[config.mk]
export PLATFORM = sky130hd
export DESIGN_NAME = epoch_seconds_to_calendar_date
export DESIGN_NICKNAME = d
export VERILOG_FILES = /design/src/e2c_pkg.sv /design/src/e2c_div.sv /design/src/e2c_date.sv /design/src/epoch_seconds_to_calendar_date.sv
export SDC_FILE = /design/constraint.sdc
export NUM_CORES = 2
export LEC_CHECK = 0
export ABC_AREA = 1
export BUFFER_PORTS_ARGS = -buffer_cell sky130_fd_sc_hd__clkbuf_2
export CAP_MARGIN = 20
export CORE_MARGIN = 2
export CORE_UTILIZATION = 45
export DETAILED_ROUTE_END_ITERATION = 16
export SYNTH_ARGS = -nofsm -noshare
export SYNTH_HDL_FRONTEND = slang
export SYNTH_HIERARCHICAL = 1
export SYNTH_SLANG_ARGS = --single-unit
[constraint.sdc]
create_clock -name i_clk -period 7.95 [get_ports i_clk]
set_input_delay 0.3975 -clock i_clk [delete_from_list [all_inputs] [get_ports i_clk]]
set_output_delay 0.3975 -clock i_clk [all_outputs]
set_load 0.05 [all_outputs]
[src/e2c_pkg.sv]
package e2c_pkg;

    // field widths
    localparam int EpochW  = 32;
    localparam int ZoneW   = 18;
    localparam int LocalW  = EpochW + 1;
    localparam int RemW    = 17;
    localparam int DaysW   = 16;
    localparam int SecW    = 6;
    localparam int HourW   = 5;
    localparam int DayW    = 5;
    localparam int MonW    = 4;
    localparam int YearW   = 8;

    // divider constants
    localparam int MulAW   = 26;
    localparam int MulBW   = 27;
    localparam int ProdW   = MulAW + MulBW;
    localparam int DivSelW = 2;
    localparam logic [DivSelW-1:0] DivByDay  = 2'd0;
    localparam logic [DivSelW-1:0] DivByHour = 2'd1;
    localparam logic [DivSelW-1:0] DivByMin  = 2'd2;
    localparam logic [RemW-1:0] SecsPerDay  = 17'd86400;
    localparam logic [RemW-1:0] SecsPerHour = 17'd3600;
    localparam logic [RemW-1:0] SecsPerMin  = 17'd60;

    // quotient = ((x >> pre) * recip) >> post, exact over the range of each pass
    localparam int DayPre   = 7;
    localparam int DayPost  = 36;
    localparam logic [MulBW-1:0] DayRecip  = 27'd101806633;
    localparam int HourPre  = 4;
    localparam int HourPost = 21;
    localparam logic [MulBW-1:0] HourRecip = 27'd9321;
    localparam int MinPre   = 2;
    localparam int MinPost  = 14;
    localparam logic [MulBW-1:0] MinRecip  = 27'd1093;

    // calendar constants, years counted from 1900
    localparam logic [YearW-1:0] YearBase      = 8'd70;
    localparam logic [YearW-1:0] NoLeapCentury = 8'd200;
    localparam logic [MonW-1:0]  MonFeb        = 4'd1;
    localparam logic [MonW-1:0]  MonApr        = 4'd3;
    localparam logic [MonW-1:0]  MonJun        = 4'd5;
    localparam logic [MonW-1:0]  MonSep        = 4'd8;
    localparam logic [MonW-1:0]  MonNov        = 4'd10;

    typedef struct packed {
        logic               start;
        logic [LocalW-1:0]  dividend;
        logic [DivSelW-1:0] sel;
    } t_div_req;

    typedef struct packed {
        logic              done;
        logic [LocalW-1:0] quot;
        logic [RemW-1:0]   rem;
    } t_div_rsp;

    typedef struct packed {
        logic             start;
        logic [DaysW-1:0] days;
    } t_date_req;

    typedef struct packed {
        logic             done;
        logic [DayW-1:0]  day;
        logic [MonW-1:0]  mon;
        logic [YearW-1:0] year;
    } t_date_rsp;

    // gregorian leap rule over 1970..2106: only 2100 is a skipped century
    function automatic logic is_leap(input logic [YearW-1:0] y);
        is_leap = (y[1:0] == 2'b00) && (y != NoLeapCentury);
    endfunction

    function automatic logic [8:0] year_len(input logic [YearW-1:0] y);
        year_len = is_leap(y) ? 9'd366 : 9'd365;
    endfunction

    function automatic logic [DayW-1:0] month_len(input logic [MonW-1:0] m,
                                                  input logic leap);
        logic [DayW-1:0] len;
        len = 5'd31;
        case (m)
            MonFeb: len = leap ? 5'd29 : 5'd28;
            MonApr, MonJun, MonSep, MonNov: len = 5'd30;
            default: len = 5'd31;
        endcase
        month_len = len;
    endfunction

endpackage

[src/e2c_div.sv]
module e2c_div
    import e2c_pkg::*;
(
    input  logic     i_clk,
    input  logic     i_rst_n,
    input  t_div_req i_req,
    output t_div_rsp o_rsp
);

    localparam logic [2:0] PhIdle  = 3'd0;
    localparam logic [2:0] PhQuot  = 3'd1;
    localparam logic [2:0] PhShift = 3'd2;
    localparam logic [2:0] PhBack  = 3'd3;
    localparam logic [2:0] PhRem   = 3'd4;

    logic [2:0]         r_phase, n_phase;
    logic               r_done, n_done;
    logic [DivSelW-1:0] r_sel, n_sel;
    logic [LocalW-1:0]  r_x, n_x;
    logic [ProdW-1:0]   r_p, n_p;
    logic [LocalW-1:0]  r_q, n_q;
    logic [RemW-1:0]    r_r, n_r;
    logic [MulAW-1:0]   scaled;
    logic [MulBW-1:0]   recip;
    logic [MulBW-1:0]   divisor;
    logic [LocalW-1:0]  quot;
    logic [MulAW-1:0]   mul_a;
    logic [MulBW-1:0]   mul_b;
    logic [ProdW-1:0]   prod;
    logic [LocalW-1:0]  rem_full;

    // reciprocal, shifts and divisor of the selected pass
    always_comb begin
        case (r_sel)
            DivByDay: begin
                scaled  = r_x[DayPre +: MulAW];
                recip   = DayRecip;
                quot    = LocalW'(r_p >> DayPost);
                divisor = {{(MulBW - RemW){1'b0}}, SecsPerDay};
            end
            DivByHour: begin
                scaled  = r_x[HourPre +: MulAW];
                recip   = HourRecip;
                quot    = LocalW'(r_p >> HourPost);
                divisor = {{(MulBW - RemW){1'b0}}, SecsPerHour};
            end
            default: begin
                scaled  = r_x[MinPre +: MulAW];
                recip   = MinRecip;
                quot    = LocalW'(r_p >> MinPost);
                divisor = {{(MulBW - RemW){1'b0}}, SecsPerMin};
            end
        endcase
    end

    // one shared multiplier: reciprocal first, then quotient times divisor
    always_comb begin
        mul_a = scaled;
        mul_b = recip;
        if (r_phase == PhBack) begin
            mul_a = r_q[MulAW-1:0];
            mul_b = divisor;
        end
    end

    assign prod     = ProdW'(mul_a) * ProdW'(mul_b);
    assign rem_full = r_x - r_p[LocalW-1:0];

    // multiply, take quotient, multiply back, subtract
    always_comb begin
        n_phase = r_phase;
        n_done  = 1'b0;
        n_sel   = r_sel;
        n_x     = r_x;
        n_p     = r_p;
        n_q     = r_q;
        n_r     = r_r;
        if (i_req.start) begin
            n_phase = PhQuot;
            n_sel   = i_req.sel;
            n_x     = i_req.dividend;
        end else begin
            case (r_phase)
                PhQuot: begin
                    n_p     = prod;
                    n_phase = PhShift;
                end
                PhShift: begin
                    n_q     = quot;
                    n_phase = PhBack;
                end
                PhBack: begin
                    n_p     = prod;
                    n_phase = PhRem;
                end
                PhRem: begin
                    n_r     = rem_full[RemW-1:0];
                    n_done  = 1'b1;
                    n_phase = PhIdle;
                end
                default: n_phase = PhIdle;
            endcase
        end
    end

    // control
    always_ff @(posedge i_clk) begin
        if (!i_rst_n) begin
            r_phase <= PhIdle;
            r_done  <= 1'b0;
        end else begin
            r_phase <= n_phase;
            r_done  <= n_done;
        end
    end

    // datapath
    always_ff @(posedge i_clk) begin
        r_sel <= n_sel;
        r_x   <= n_x;
        r_p   <= n_p;
        r_q   <= n_q;
        r_r   <= n_r;
    end

    assign o_rsp.done = r_done;
    assign o_rsp.quot = r_q;
    assign o_rsp.rem  = r_r;

endmodule

[src/e2c_date.sv]
module e2c_date
    import e2c_pkg::*;
(
    input  logic      i_clk,
    input  logic      i_rst_n,
    input  t_date_req i_req,
    output t_date_rsp o_rsp
);

    localparam logic [1:0] StIdle  = 2'd0;
    localparam logic [1:0] StYear  = 2'd1;
    localparam logic [1:0] StMonth = 2'd2;

    logic [1:0]       r_state, n_state;
    logic             r_done, n_done;
    logic [DaysW-1:0] r_left, n_left;
    logic [YearW-1:0] r_year, n_year;
    logic [MonW-1:0]  r_mon, n_mon;
    logic [8:0]       ylen;
    logic [DayW-1:0]  mlen;

    assign ylen = year_len(r_year);
    assign mlen = month_len(r_mon, is_leap(r_year));

    // walk whole years, then whole months, off the day count
    always_comb begin
        n_state = r_state;
        n_done  = 1'b0;
        n_left  = r_left;
        n_year  = r_year;
        n_mon   = r_mon;
        case (r_state)
            StIdle: begin
                if (i_req.start) begin
                    n_left  = i_req.days;
                    n_year  = YearBase;
                    n_mon   = '0;
                    n_state = StYear;
                end
            end
            StYear: begin
                if (r_left >= DaysW'(ylen)) begin
                    n_left = r_left - DaysW'(ylen);
                    n_year = r_year + 1'b1;
                end else begin
                    n_state = StMonth;
                end
            end
            StMonth: begin
                if (r_left >= DaysW'(mlen)) begin
                    n_left = r_left - DaysW'(mlen);
                    n_mon  = r_mon + 1'b1;
                end else begin
                    n_done  = 1'b1;
                    n_state = StIdle;
                end
            end
            default: n_state = StIdle;
        endcase
    end

    // control
    always_ff @(posedge i_clk) begin
        if (!i_rst_n) begin
            r_state <= StIdle;
            r_done  <= 1'b0;
        end else begin
            r_state <= n_state;
            r_done  <= n_done;
        end
    end

    // datapath
    always_ff @(posedge i_clk) begin
        r_left <= n_left;
        r_year <= n_year;
        r_mon  <= n_mon;
    end

    // remaining days are below the month length here
    assign o_rsp.done = r_done;
    assign o_rsp.day  = r_left[DayW-1:0] + 1'b1;
    assign o_rsp.mon  = r_mon;
    assign o_rsp.year = r_year;

endmodule

[src/epoch_seconds_to_calendar_date.sv]
// Converts an unsigned epoch second count to local second, minute, hour, day of month,
// month (0 = January) and year since 1900, after subtracting the signed zone offset
// register (a negative local time clamps to 1970-01-01 00:00:00). Gregorian leap rules
// apply, so 2000 is a leap year and 2100 is not. One transaction is converted at a time:
// o_stall is high from acceptance until the result is loaded into the output register.
// A conversion runs from acceptance to o_valid as three passes through one shared
// reciprocal multiplier (by 86400, 3600 and 60), then a year-by-year and month-by-month
// walk of the day count. A new transaction is not taken before the last one is done;
// while an earlier result still waits at the output the finished conversion holds, and
// the next transaction may be accepted once it is loaded.
module epoch_seconds_to_calendar_date
    import e2c_pkg::*;
(
    input  logic              i_clk,
    input  logic              i_rst_n,
    input  logic              i_cfg_wr_en,
    input  logic [ZoneW-1:0]  i_cfg_wr_data,
    input  logic              i_valid,
    output logic              o_stall,
    input  logic [EpochW-1:0] i_epoch_seconds,
    output logic              o_valid,
    input  logic              i_stall,
    output logic [SecW-1:0]   o_second_of_minute,
    output logic [SecW-1:0]   o_minute_of_hour,
    output logic [HourW-1:0]  o_hour_of_day,
    output logic [DayW-1:0]   o_day_of_month,
    output logic [MonW-1:0]   o_month_index,
    output logic [YearW-1:0]  o_year_since_1900
);

    localparam logic [2:0] StIdle = 3'd0;
    localparam logic [2:0] StDay  = 3'd1;
    localparam logic [2:0] StHour = 3'd2;
    localparam logic [2:0] StMin  = 3'd3;
    localparam logic [2:0] StDate = 3'd4;
    localparam logic [2:0] StDone = 3'd5;

    logic [ZoneW-1:0]  r_zone;
    logic [2:0]        r_state, n_state;
    logic              r_out_valid, n_out_valid;
    logic [DaysW-1:0]  r_days, n_days;
    logic [HourW-1:0]  r_hour, n_hour;
    logic [SecW-1:0]   r_min, n_min;
    logic [SecW-1:0]   r_sec, n_sec;
    logic [SecW-1:0]   r_o_sec, n_o_sec;
    logic [SecW-1:0]   r_o_min, n_o_min;
    logic [HourW-1:0]  r_o_hour, n_o_hour;
    logic [DayW-1:0]   r_o_day, n_o_day;
    logic [MonW-1:0]   r_o_mon, n_o_mon;
    logic [YearW-1:0]  r_o_year, n_o_year;
    logic [LocalW:0]   diff;
    logic [LocalW-1:0] local_secs;
    logic              in_take;
    logic              out_free;
    t_div_req          div_req;
    t_div_rsp          div_rsp;
    t_date_req         date_req;
    t_date_rsp         date_rsp;

    // zone offset register
    always_ff @(posedge i_clk) begin
        if (!i_rst_n) begin
            r_zone <= '0;
        end else if (i_cfg_wr_en) begin
            r_zone <= i_cfg_wr_data;
        end
    end

    // local time with clamp at zero
    assign diff = {2'b00, i_epoch_seconds}
                - {{(LocalW + 1 - ZoneW){r_zone[ZoneW-1]}}, r_zone};
    assign local_secs = diff[LocalW] ? '0 : diff[LocalW-1:0];

    assign o_stall  = (r_state != StIdle);
    assign in_take  = i_valid && !o_stall;
    assign out_free = !r_out_valid || !i_stall;

    e2c_div u_div (
        .i_clk   (i_clk),
        .i_rst_n (i_rst_n),
        .i_req   (div_req),
        .o_rsp   (div_rsp)
    );

    e2c_date u_date (
        .i_clk   (i_clk),
        .i_rst_n (i_rst_n),
        .i_req   (date_req),
        .o_rsp   (date_rsp)
    );

    // sequencer over the shared divider and the date walker
    always_comb begin
        n_state          = r_state;
        n_days           = r_days;
        n_hour           = r_hour;
        n_min            = r_min;
        n_sec            = r_sec;
        n_out_valid      = r_out_valid && i_stall;
        n_o_sec          = r_o_sec;
        n_o_min          = r_o_min;
        n_o_hour         = r_o_hour;
        n_o_day          = r_o_day;
        n_o_mon          = r_o_mon;
        n_o_year         = r_o_year;
        div_req.start    = 1'b0;
        div_req.dividend = local_secs;
        div_req.sel      = DivByDay;
        date_req.start   = 1'b0;
        date_req.days    = r_days;
        case (r_state)
            StIdle: begin
                if (in_take) begin
                    div_req.start = 1'b1;
                    n_state       = StDay;
                end
            end
            StDay: begin
                div_req.dividend = {{(LocalW - RemW){1'b0}}, div_rsp.rem};
                div_req.sel      = DivByHour;
                if (div_rsp.done) begin
                    n_days        = div_rsp.quot[DaysW-1:0];
                    div_req.start = 1'b1;
                    n_state       = StHour;
                end
            end
            StHour: begin
                div_req.dividend = {{(LocalW - RemW){1'b0}}, div_rsp.rem};
                div_req.sel      = DivByMin;
                if (div_rsp.done) begin
                    n_hour        = div_rsp.quot[HourW-1:0];
                    div_req.start = 1'b1;
                    n_state       = StMin;
                end
            end
            StMin: begin
                if (div_rsp.done) begin
                    n_min          = div_rsp.quot[SecW-1:0];
                    n_sec          = div_rsp.rem[SecW-1:0];
                    date_req.start = 1'b1;
                    n_state        = StDate;
                end
            end
            StDate: begin
                if (date_rsp.done) begin
                    n_state = StDone;
                end
            end
            // the date walker holds its result until the next start
            StDone: begin
                if (out_free) begin
                    n_o_sec     = r_sec;
                    n_o_min     = r_min;
                    n_o_hour    = r_hour;
                    n_o_day     = date_rsp.day;
                    n_o_mon     = date_rsp.mon;
                    n_o_year    = date_rsp.year;
                    n_out_valid = 1'b1;
                    n_state     = StIdle;
                end
            end
            default: n_state = StIdle;
        endcase
    end

    // control
    always_ff @(posedge i_clk) begin
        if (!i_rst_n) begin
            r_state     <= StIdle;
            r_out_valid <= 1'b0;
        end else begin
            r_state     <= n_state;
            r_out_valid <= n_out_valid;
        end
    end

    // working and output registers
    always_ff @(posedge i_clk) begin
        r_days   <= n_days;
        r_hour   <= n_hour;
        r_min    <= n_min;
        r_sec    <= n_sec;
        r_o_sec  <= n_o_sec;
        r_o_min  <= n_o_min;
        r_o_hour <= n_o_hour;
        r_o_day  <= n_o_day;
        r_o_mon  <= n_o_mon;
        r_o_year <= n_o_year;
    end

    assign o_valid            = r_out_valid;
    assign o_second_of_minute = r_o_sec;
    assign o_minute_of_hour   = r_o_min;
    assign o_hour_of_day      = r_o_hour;
    assign o_day_of_month     = r_o_day;
    assign o_month_index      = r_o_mon;
    assign o_year_since_1900  = r_o_year;

endmodule

==> results.sh <==
export IMPL_maxSlewHeadroom_pct=43.08
export IMPL_timing_final_crit_period_ns=7.617
export IMPL_fin_crit_sh_pct=95.81
export IMPL_critPathRequiredTime_ns=8.30
export IMPL_wire_per_inst_microns=18.42
export IMPL_critPathKind="reg -> reg"
export IMPL_worst_slack_ns=0.3329
export IMPL_clk_latency_ns=0.61
export IMPL_crit_path_top_delay_cell="fa_1"
export IMPL_post_cts_setup_buffers=0
export IMPL_reg2reg_from="u_div/r_phase[2]"
export IMPL_coreArea_sq_um=71490
export IMPL_design_portCount=91
export IMPL_first_global_vias=25990
export IMPL_syn_inst=4069
export IMPL_critPathMaxFanout=25
export IMPL_grt_max_degree=54
export IMPL_drt_pass1_iter_count=8
export IMPL_cts_max_level=1
export IMPL_drtAntennaViolNets=0
export IMPL_drive_above_1_share_pct=7.972
export IMPL_row_count=98
export IMPL_clockBufferDepth=3
export IMPL_n_antenna_cell=0
export IMPL_place_area_sq_um=34290
export IMPL_crit_path_end="u_div/r_p[34]"
export IMPL_cts_buffers=30
export IMPL_worst_r2r_endpoint="u_div/r_p[34]"
export IMPL_clock_sink_count=255
export IMPL_drt_iter0_drc=2223
export IMPL_fmax_ghz=0.1313
export IMPL_startpoint_type="register"
export IMPL_yosysWarnings=6
export IMPL_port_buffers=90
export IMPL_cts_tree="done"
export IMPL_place_ws_ns=0.1128
export IMPL_slowest_delay_ns=0.56
export IMPL_path_clk_slew_ns=0.07
export IMPL_cts_hold_buf=0
export IMPL_crit_top_cell="fa_1"
export IMPL_status="finished, final reports clean"
export IMPL_post_cts_resized=0
export IMPL_synthesis_area_sq_um=32450
export IMPL_drc=0
export IMPL_min_path_cells=3
export IMPL_syn_avg_cell_area_sq_um=7.974
export IMPL_area_growth_syn_to_layout_pct=8.827
export IMPL_fin_hold_ws_ns=0.01888
export IMPL_final_cell_area_sq_um=35310
export IMPL_start_util_pct=45.39
export IMPL_num_vias=25990
export IMPL_reg2reg_depth=26
export IMPL_synthesis_nets=4840
export IMPL_nets=4963
export IMPL_cap_violations=0
export IMPL_vias_per_cell=5.032
export IMPL_worstMarginPinSlew_ns=0.8529
export IMPL_fillCellCount=7023
export IMPL_reg2reg_setup_slack_ns=0.33
export IMPL_grtUsageTotal_pct=26.18
export IMPL_setup_viol=0
export IMPL_hold_path_class="in -> reg"
export IMPL_hpwl_microns=81970
export IMPL_worstSetupStartpoint="u_div/r_phase[2]"
export IMPL_die_h_microns=272.5
export IMPL_fin_cells=5165
export IMPL_clockRootBuffer="clkbuf_16"
export IMPL_grt_pass1_wl_microns=149600
export IMPL_report_final_slew_viol_count=0
export IMPL_globalRouteOverflowTotal=0
export IMPL_finClkSkew_ns=0.03842
export IMPL_cp_end_kind="register"
export IMPL_finalHoldViolCount=0
export IMPL_place_inst=5109
export IMPL_wl_microns=95140
export IMPL_die_w_microns=272.5
export IMPL_gp_congestion=0.9938
export IMPL_design_die_area_sq_um=74270
export IMPL_antenna_found_initial=0
export IMPL_arrival_ns=7.97
-- sequential cells by signal, summed over array words and instances, names as in the netlist, 8 cells and up --
signal / flops
o_year_since_1900: 8
u_div/r_r: 17
r_zone: 18
u_date/r_left: 16
u_div/r_p: 53
r_days: 16
u_date/r_year: 8
u_div/r_q: 26
u_div/r_x: 33
-- critical path: cells and delay by family (launching register included) --
family | cells | cell delay (ns)
AO/OA/AOI/OAI | 3 | 0.51
adder cells (fa/ha/maj) | 8 | 4.17
buffers and inverters | 5 | 0.70
flip-flops | 1 | 0.49
AND/OR/NAND/NOR | 10 | 1.50
-- worst min-delay path by stage --
| stage | start | endpoint | slack (ns) |
|---|---|---|---|
| after CTS | i_cfg_wr_data[0] | r_zone[0] | 0.004 |
| after global placement | r_hour[2] | o_hour_of_day[2] | 0.40 |
| after global routing | i_cfg_wr_data[0] | r_zone[0] | 0.04 |
| after floorplan | r_hour[0] | o_hour_of_day[0] | 0.40 |
| after detailed placement | r_hour[2] | o_hour_of_day[2] | 0.40 |
| final | i_cfg_wr_data[0] | r_zone[0] | 0.02 |
-- per-layer routing --
metal	vias to the layer above	routed length, microns	track usage (%)
met5	-	0	0
met4	0	2719	6.333
met3	149	6245	3.225
met2	861	43580	42.79
met1	12320	42600	37.06
li1	12660	-	-
-- metrics by stage --
step                util (%)  setup TNS [ns]
finish                 49.40               0
global route           49.40        -0.01984
CTS                    49.28               0
detailed placement     47.97               0
global placement       47.97               0
floorplan                  -               0
-- cell type report --
cell class	count	area, sq um	area share [%]
clock inverters	15	126.4	0.3579
well taps	950	1189	3.366
inverters	1021	3832	10.85
multi-input cells	2723	20970	59.39
repair buffers	161	1016	2.877
flip-flops and latches	255	7367	20.86
clock buffers	40	808.3	2.289
-- placed cells by master, fill, tap and decap left out, drive strengths merged, types with 13 or more instances in the layout --
cell / count
a21oi: 148
buf: 71
clkbuf: 130
dfxtp: 29
edfxtp: 226
fa: 371
ha: 345
inv: 1023
nand2: 966
nand3: 152
nand3b: 13
nand4: 21
nor2: 441
nor3: 22
o211ai: 14
o21ai: 96
o22ai: 36
xnor2: 13
xor2: 40
Power is left out: the tool's default activity adds up to more than one toggle a clock period on the data nets, which glitch-free logic cannot reach.
